File: src/sv/fwhb_pkg.sv
// shared types, codes and constants of the fixed width histogram binner
// no dependencies; used by fwhb_serdiv, the top level and the checker
package fwhb_pkg;

    localparam int DATA_W       = 32;
    localparam int OP_W         = 3;
    localparam int STATUS_W     = 3;
    localparam int BIN_IDX_W    = 10;
    localparam int BINS_W       = 11;
    localparam int DELTA_W      = 16;
    localparam int MON_W        = 16;
    localparam int CFG_IDX_W    = 2;
    localparam int NUM_BINS_DEF = 1024;

    // serial arithmetic: offset and span are one bit wider than a sample
    localparam int T_W    = DATA_W + 1;
    localparam int P_W    = T_W + BINS_W;
    localparam int STEP_W = $clog2(BINS_W);

    localparam logic [DATA_W-1:0] CNT_MAX    = '1;
    localparam logic [MON_W-1:0]  MON_MAX    = '1;
    localparam logic [BINS_W-1:0] BINS_RESET = BINS_W'(1024);

    localparam logic [OP_W-1:0] OP_SAMPLE = 3'd0;
    localparam logic [OP_W-1:0] OP_CLEAR  = 3'd1;
    localparam logic [OP_W-1:0] OP_START  = 3'd2;
    localparam logic [OP_W-1:0] OP_STOP   = 3'd3;
    localparam logic [OP_W-1:0] OP_READ   = 3'd4;

    localparam logic [STATUS_W-1:0] ST_COUNTED   = 3'd0;
    localparam logic [STATUS_W-1:0] ST_RANGE     = 3'd1;
    localparam logic [STATUS_W-1:0] ST_LIMITS    = 3'd2;
    localparam logic [STATUS_W-1:0] ST_NOT_COLL  = 3'd3;
    localparam logic [STATUS_W-1:0] ST_CMD_DONE  = 3'd4;

    localparam logic [CFG_IDX_W-1:0] CFG_LOWER = 2'd0;
    localparam logic [CFG_IDX_W-1:0] CFG_UPPER = 2'd1;
    localparam logic [CFG_IDX_W-1:0] CFG_BINS  = 2'd2;
    localparam logic [CFG_IDX_W-1:0] CFG_DELTA = 2'd3;

    typedef struct packed {
        logic [OP_W-1:0]          op;
        logic signed [DATA_W-1:0] sample;
        logic [BIN_IDX_W-1:0]     read_index;
    } t_in;

    typedef struct packed {
        logic [STATUS_W-1:0]  status;
        logic [BIN_IDX_W-1:0] bin_index;
        logic [DATA_W-1:0]    bin_count;
        logic                 post_event;
        logic                 collecting;
    } t_out;

    typedef enum logic [2:0] {
        S_SWEEP,
        S_IDLE,
        S_ARITH,
        S_LOOK,
        S_UPD,
        S_DONE
    } t_state;

    typedef enum logic [1:0] {
        D_IDLE,
        D_MUL,
        D_BIAS,
        D_DIV
    } t_div_state;

endpackage

File: src/sv/fwhb_serdiv.sv
// serial bin number unit: ceil(t * n / d), one multiplier bit then one quotient bit per cycle
// depends on fwhb_pkg
module fwhb_serdiv (
    input  logic                              i_clk,
    input  logic                              i_rst_n,
    input  logic                              i_start,
    input  logic [fwhb_pkg::T_W-1:0]          i_t,
    input  logic [fwhb_pkg::T_W-1:0]          i_d,
    input  logic [fwhb_pkg::BINS_W-1:0]       i_n,
    output logic                              o_done,
    output logic [fwhb_pkg::BINS_W-1:0]       o_quot
);

    localparam int T_W    = fwhb_pkg::T_W;
    localparam int P_W    = fwhb_pkg::P_W;
    localparam int N_W    = fwhb_pkg::BINS_W;
    localparam int STEP_W = fwhb_pkg::STEP_W;

    fwhb_pkg::t_div_state r_state, n_state;
    logic [STEP_W-1:0] r_step, n_step;
    logic              r_done, n_done;
    logic [T_W-1:0]    r_t, n_t;
    logic [T_W-1:0]    r_d, n_d;
    logic [N_W-1:0]    r_n, n_n;
    logic [P_W-1:0]    r_acc, n_acc;
    logic [P_W-1:0]    r_dsh, n_dsh;
    logic [N_W-1:0]    r_quot, n_quot;
    logic              fits;

    assign fits = (r_acc >= r_dsh);

    always_ff @(posedge i_clk) begin
        if (!i_rst_n) begin
            r_state <= fwhb_pkg::D_IDLE;
            r_step  <= '0;
            r_done  <= 1'b0;
        end else begin
            r_state <= n_state;
            r_step  <= n_step;
            r_done  <= n_done;
        end
    end

    always_ff @(posedge i_clk) begin
        r_t    <= n_t;
        r_d    <= n_d;
        r_n    <= n_n;
        r_acc  <= n_acc;
        r_dsh  <= n_dsh;
        r_quot <= n_quot;
    end

    always_comb begin
        n_state = r_state;
        n_step  = r_step;
        n_done  = 1'b0;
        n_t     = r_t;
        n_d     = r_d;
        n_n     = r_n;
        n_acc   = r_acc;
        n_dsh   = r_dsh;
        n_quot  = r_quot;
        case (r_state)
            fwhb_pkg::D_IDLE: begin
                if (i_start) begin
                    n_t     = i_t;
                    n_d     = i_d;
                    n_n     = i_n;
                    n_acc   = '0;
                    n_step  = STEP_W'(N_W - 1);
                    n_state = fwhb_pkg::D_MUL;
                end
            end
            fwhb_pkg::D_MUL: begin
                // msb first shift and add over the bits of n
                n_acc = {r_acc[P_W-2:0], 1'b0} + (r_n[r_step] ? P_W'(r_t) : '0);
                if (r_step == '0) begin
                    n_state = fwhb_pkg::D_BIAS;
                end else begin
                    n_step = r_step - 1'b1;
                end
            end
            fwhb_pkg::D_BIAS: begin
                // + d - 1 turns the floor quotient into a ceiling
                n_acc   = r_acc + P_W'(r_d) - P_W'(1);
                n_dsh   = P_W'(r_d) << (N_W - 1);
                n_quot  = '0;
                n_step  = STEP_W'(N_W - 1);
                n_state = fwhb_pkg::D_DIV;
            end
            fwhb_pkg::D_DIV: begin
                // restoring division, quotient is below 2^N_W
                if (fits) begin
                    n_acc = r_acc - r_dsh;
                end
                n_quot = {r_quot[N_W-2:0], fits};
                n_dsh  = r_dsh >> 1;
                if (r_step == '0) begin
                    n_done  = 1'b1;
                    n_state = fwhb_pkg::D_IDLE;
                end else begin
                    n_step = r_step - 1'b1;
                end
            end
            default: begin
                n_state = fwhb_pkg::D_IDLE;
            end
        endcase
    end

    assign o_done = r_done;
    assign o_quot = r_quot;

endmodule

File: config.mk
export PLATFORM = sky130hd
export DESIGN_NAME = fwhb_serdiv
export DESIGN_NICKNAME = d
export VERILOG_FILES = /design/src/sv/fwhb_pkg.sv /design/src/sv/fwhb_serdiv.sv
export SDC_FILE = /design/constraint.sdc
export NUM_CORES = 1
export LEC_CHECK = 0
export ABC_AREA = 1
export BUFFER_PORTS_ARGS = -buffer_cell sky130_fd_sc_hd__buf_4
export CAP_MARGIN = 20
export CELL_PAD_IN_SITES_DETAIL_PLACEMENT = 1
export CELL_PAD_IN_SITES_GLOBAL_PLACEMENT = 2
export CORE_MARGIN = 8
export CORE_UTILIZATION = 24
export CTS_CLUSTER_DIAMETER = 120
export CTS_CLUSTER_SIZE = 8
export DETAILED_ROUTE_END_ITERATION = 16
export GPL_TIMING_DRIVEN = 0
export MAX_ROUTING_LAYER = met4
export PLACE_DENSITY = 0.59
export RECOVER_POWER = 25
export SYNTH_ARGS = -nofsm -noshare
export SYNTH_HDL_FRONTEND = slang
export SYNTH_SLANG_ARGS = --single-unit
File: constraint.sdc
create_clock -name i_clk -period 4.8 [get_ports i_clk]
set_input_delay 0.24 -clock i_clk [delete_from_list [all_inputs] [get_ports i_clk]]
set_output_delay 0.24 -clock i_clk [all_outputs]
set_load 0.005 [all_outputs]
* Word-level counts from Yosys, hierarchy flattened
Index checks and enable logic that the tools add are counted.
W data, S select, Z words.
** Operators by class
- Eq/ne operators :: 8
- Reductions and logical operators :: 9
- Order comparisons :: 2
- Mux-type cells :: 16
- Add/subtract/negate cells :: 5
** Operator list (number)
- $pmux W44 S4 :: 1
- $add A44 B33 Y44 :: 2
- $mux W44 :: 2
- $pmux W44 S2 :: 1
- $ge A44 B44 Y1 :: 1
- $sub A44 B1 Y44 const B :: 1
- $sub A44 B44 Y44 :: 1
- $mux W33 :: 1
- $pmux W11 S2 :: 1
- $pmux W4 S3 :: 1
- $ne A2 B2 Y1 const B :: 5
- $mux W4 :: 2
- $pmux W2 S4 :: 1
- $reduce_and A2 Y1 :: 4
- $mux W2 :: 3
- $lt A4 B5 Y1 const B :: 1
- $bmux W1 S4 :: 1
- $eq A2 B2 Y1 const B :: 2
- $logic_not A4 Y1 :: 1
- $sub A4 B1 Y4 const B :: 1
- $reduce_and A3 Y1 :: 1
- $eq A2 B1 Y1 const B :: 1
- $logic_not A2 Y1 :: 1
- $mux W1 :: 2
- 2 further kinds :: 2
** Word-level totals
- Input bits :: 80
- Register bits after elaboration :: 183
- Word-level logic and storage cells :: 49
- Output and inout bits :: 12

* Longest topological paths before layout
- Depth after elaboration :: 5
- Gate-level depth with buffers :: 25
- Mapped depth without buffers :: 24

* Least setup slack after synthesis
Ideal clock, no wire load.
- Path type :: reg2reg
- From :: register r_acc[8]
- To :: register r_acc[0] (enable)
- Required time :: 4355 ps
- Slack :: 890 ps
- Setup time :: 445 ps
- Cell stages (with the launch flop) :: 14
- Data arrival time :: 3465 ps
- Buffers on the path :: 0
- Cells stage by stage :: edfxtp_1 > ha_1 > nand2_1 > nor2_1 > nand2_1 > nor2_1 > nand2_1 > nand3_2 > nand2_1 > nand2_1 > nand2_1 > nand3_1 > nor2_1 > nor2_1
** Between the ends
- Longest elaborated chain between the ends :: 3
** Ends and longest elaborated chain
- start: declaration :: RTL line fwhb_serdiv.sv:25 : logic [P_W-1:0] r_acc, n_acc;
- start signal: assignment :: RTL line fwhb_serdiv.sv:48 : r_acc <= n_acc;
- $ge A44 B44 Y1 :: RTL line fwhb_serdiv.sv:30 : assign fits = (r_acc >= r_dsh);
- $ne A2 B2 Y1 (no source line)
- $reduce_and A2 Y1 (no source line)
No other way between the ends.
A chain may end at the register's enable or synchronous reset.

* Worst setup path after layout
- From :: register r_step[0]
- To :: register r_acc[24], data pin
** Between the ends
- Longest elaborated chain between the ends :: 5
** Ends and longest elaborated chain
- start: declaration :: RTL line fwhb_serdiv.sv:20 : logic [STEP_W-1:0] r_step, n_step;
- start signal: assignment :: RTL line fwhb_serdiv.sv:39 : r_step <= n_step;
- $bmux W1 S4 :: RTL line fwhb_serdiv.sv:76 : n_acc = {r_acc[P_W-2:0], 1'b0} + (r_n[r_step] ? P_W'(r_t) : '0);
- $mux W1 (not written as such) :: RTL line fwhb_serdiv.sv:76
- $mux W33 :: RTL line fwhb_serdiv.sv:76
- $add A44 B33 Y44 :: RTL line fwhb_serdiv.sv:76
- $pmux W44 S4 :: RTL line fwhb_serdiv.sv:63 : case (r_state)
- named net n_acc[24] :: RTL line fwhb_serdiv.sv:25
The timed path passes the listed nets, and every way through them passes these cells. The select of a mux whose other input is x is not followed.

==> results.toml <==
[timing]
fmax_ghz = 0.228
hold_viol = 0
slew_headroom_pct = 4.35
drv_slew = 0
min_period_ns = 4.38
setup_viol = 0
worst_pin_slew_ns = 1.43
fin_ws_ns = 0.421
fin_skew_ns = 0.0261
fin_crit_sh_pct = 91.2
rsz0062_at_grt = "no"
setup_tns_ns = 0

[route]
postRouteAntennaNets = 0
wirelength_um = 88200
wl_per_cell_um = 20.9
vias_per_cell = 4.48
drt_pre_antenna_iters = 7
dr.first_iter.drc_count = 914
remaining_drc_errors = 0
vias = 18900

[global_route]
grt_max_degree = 55
grt_pass1_wl_um = 129000
antenna_found_initial = 3
use_met3_pct = 1.93
use_met2_pct = 32.8
top_usage_layer = "met2"
use_met1_pct = 29.2
grt_pass1_vias = 19800
grt-ovfl-total = 0
gr-usage-all-layers_pct = 21.0

[worst_setup_path]
cp-startpoint = "r_step[0]$_SDFFE_PN0P_"
cp_num_buf_inv = 5
crit_type = "reg2reg"
cpMostUsedCell = "nand2_1"
end_kind = "register"
cp_cell_sequence = "inv_2 > o21ai_0 > o22ai_1 > o211ai_1 > nand2_1 > inv_2 > buf_2 > nor2_1 > ha_1 > nand2_1 > inv_1 > a21oi_1 > nand2_1 > nand3b_2 > o21ai_0 > nand3_1 > nand2_1 > inv_1"
arrival_ns = 4.64
r2r_slack_ns = 0.42
required_ns = 5.06
cp-start-kind = "register"
worst_path_largest_cell_delay_ns = 0.68
worst_path_dominant_cell_family = "compound AO/OA/AOI/OAI gates"
r2r-start = "r_step[0]$_SDFFE_PN0P_"
crit_fanout = 10
crit_path_top_delay_cell = "o21ai_0"

[synthesis]
synth.avg_cell_area_um2 = 6.24
synth_top_area_share_pct = 28.3
yosysUniqueCellTypes = 47
synthTopCellsByArea = "edfxtp_1, nand2_1, inv_1"
syn_inst = 2974
synth.net_count = 3221
synth-async-reset-ratio_pct = 0
synth_top_cell_by_area = "edfxtp_1"
synth_ff_type = "edfxtp_1"
synth-seq-cells = 182
synth_area_um2 = 18600
synth_edf_count = 175
yosysWarnings = 0
seq_area_frac_synth_pct = 29.1

[place]
portBuffers = 91
dpl_cell_area_um2 = 20600
hpwl_um = 76800
gp_congestion = 0.957
post-place-ws_ns = 0.374

[final_layout]
fin_area_um2 = 22000
drive_gt1_share_pct = 6.36
fin_nets = 3411
final-seq-area_um2 = 5400
layout_common_cells = "nand2_1, inv_1, nor2_1"
layout_commonest_cell = "nand2_1"
utilization_pct = 28.6
area_growth_pct = 18.5
fill_cells = 9807
multi_input_area_um2 = 10300

[power_and_ir_drop]
ir_worst_vdd_mv = 0.270
p_per_area_nw_per_um2 = 743
power_mw = 16.3
p_leak_nw = 11.8

[clocking]
clkSinkCount = 182
clockBufferDepth = 2
numCtsBuffers = 17
postCtsHoldBufs = 78
cts_tree = "done"
cts_resized = 0
clk_pin_slew_worst_paths_ns = 0.09
htreeDepth = 4
postCtsSetupRepairBufs = 0
clk_latency_ns = 0.52
cts_root_buf = "clkbuf_16"

[hold_path]
hp-start = "i_start"
hp-class = "in2reg"

[floorplan]
die_h_um = 294
die-area_um2 = 86500
ios = 92
fp.coreArea_um2 = 77000
initial_core_util_pct = 24.1
num_rows = 102
die_w_um = 294

[run_status]
violations = "max-capacitance violations"
status = "complete, but fails checks"

[run]
drv_cap = 1
power breakdown:
group          switching [mW]  internal (mW)
registers               0.615           2.44
clock network           0.843          0.777
logic                    8.26           3.40
total                    9.71           6.62
registers in the layout, summed over array words and instances, names as in the netlist:
| signal | flops |
|---|---|
| o_quot | 11 |
| r_t | 33 |
| r_state | 2 |
| r_step | 4 |
| r_acc | 44 |
| r_n | 11 |
| o_done | 1 |
| r_d | 33 |
| r_dsh | 43 |
final timing paths:
kind	endpoint	depth (start not counted)
worst min-delay path	r_step[3]$_SDFFE_PN0P_	5
worst max-delay path	r_acc[24]$_DFFE_PP_	18
worst min register to register	r_step[2]$_SDFFE_PN0P_	2
worst max register to register	r_acc[24]$_DFFE_PP_	18
Yosys cell counts, types with 2 or more instances:
cell type / count
a31oi_1: 8
a21boi_0: 7
clkinv_1: 2
nand3_2: 16
nand3_1: 203
nand3b_2: 2
fa_1: 3
nor3_1: 9
o211ai_1: 4
o22ai_1: 2
a21o_1: 3
and2_1: 13
nor4_1: 10
edfxtp_1: 175
or2_1: 6
xor2_1: 3
dfxtp_1: 7
inv_2: 4
buf_1: 8
ha_1: 164
a21oi_1: 121
buf_2: 9
nor2_2: 14
nand2_1: 995
or2_2: 22
o21bai_1: 16
nand3b_1: 14
inv_1: 724
or2_0: 7
nand2_2: 11
a211oi_1: 2
nor2_1: 256
nand4_1: 15
clkbuf_1: 11
o21ai_0: 95
nor3_2: 2
logic make-up (layout without fill, tap and decap cells):
family / Yosys count / count (layout) / share of synthesized area [%]
XOR/XNOR: 4 / 4 / 0.189
flip-flops: 182 / 182 / 29.1
buffers and inverters: 760 / 963 / 15.5
adder cells (fa/ha/maj): 167 / 167 / 11.4
AND/OR/NAND/NOR: 1598 / 1598 / 36.2
AO/OA/AOI/OAI: 263 / 263 / 7.67
other: 0 / 2 / 0
worst register-to-register path, stage by stage, from the launching register on:
cell and delay (ns):
dfxtp_1 0.44, inv_2 0.14, o21ai_0 0.17, o22ai_1 0.11, o211ai_1 0.17, nand2_1 0.22, inv_2 0.20, buf_2 0.28
nor2_1 0.08, ha_1 0.35, nand2_1 0.13, inv_1 0.05, a21oi_1 0.39, nand2_1 0.11, nand3b_2 0.34, o21ai_0 0.68
nand3_1 0.14, nand2_1 0.10, inv_1 0.04
cell type report:
type | instances | area share (%)
Multi-Input combinational cell | 2032 | 46.8
Sequential cell | 182 | 24.5
Inverter | 730 | 12.5
Timing Repair Buffer | 171 | 6.68
Tap cell | 1040 | 5.91
Clock buffer | 17 | 1.93
Clock inverter | 15 | 1.04
Buffer | 30 | 0.643
Antenna cell | 2 | 0.0227
per-stage QoR:
stage,hold slack [ns],cells
finish,0.166,4219
global route,0.169,4218
global placement,0.418,4105
detailed placement,0.419,4107
floorplan,0.339,2974
CTS,0.116,4217
per-layer routing:
metal,vias up,wire length [um]
met3,55,2220
met2,226,39000
met1,9108,45100
met4,0,1920
li1,9525,-
met5,-,0
No activity file was read; power rests on OpenSTA's default activity.
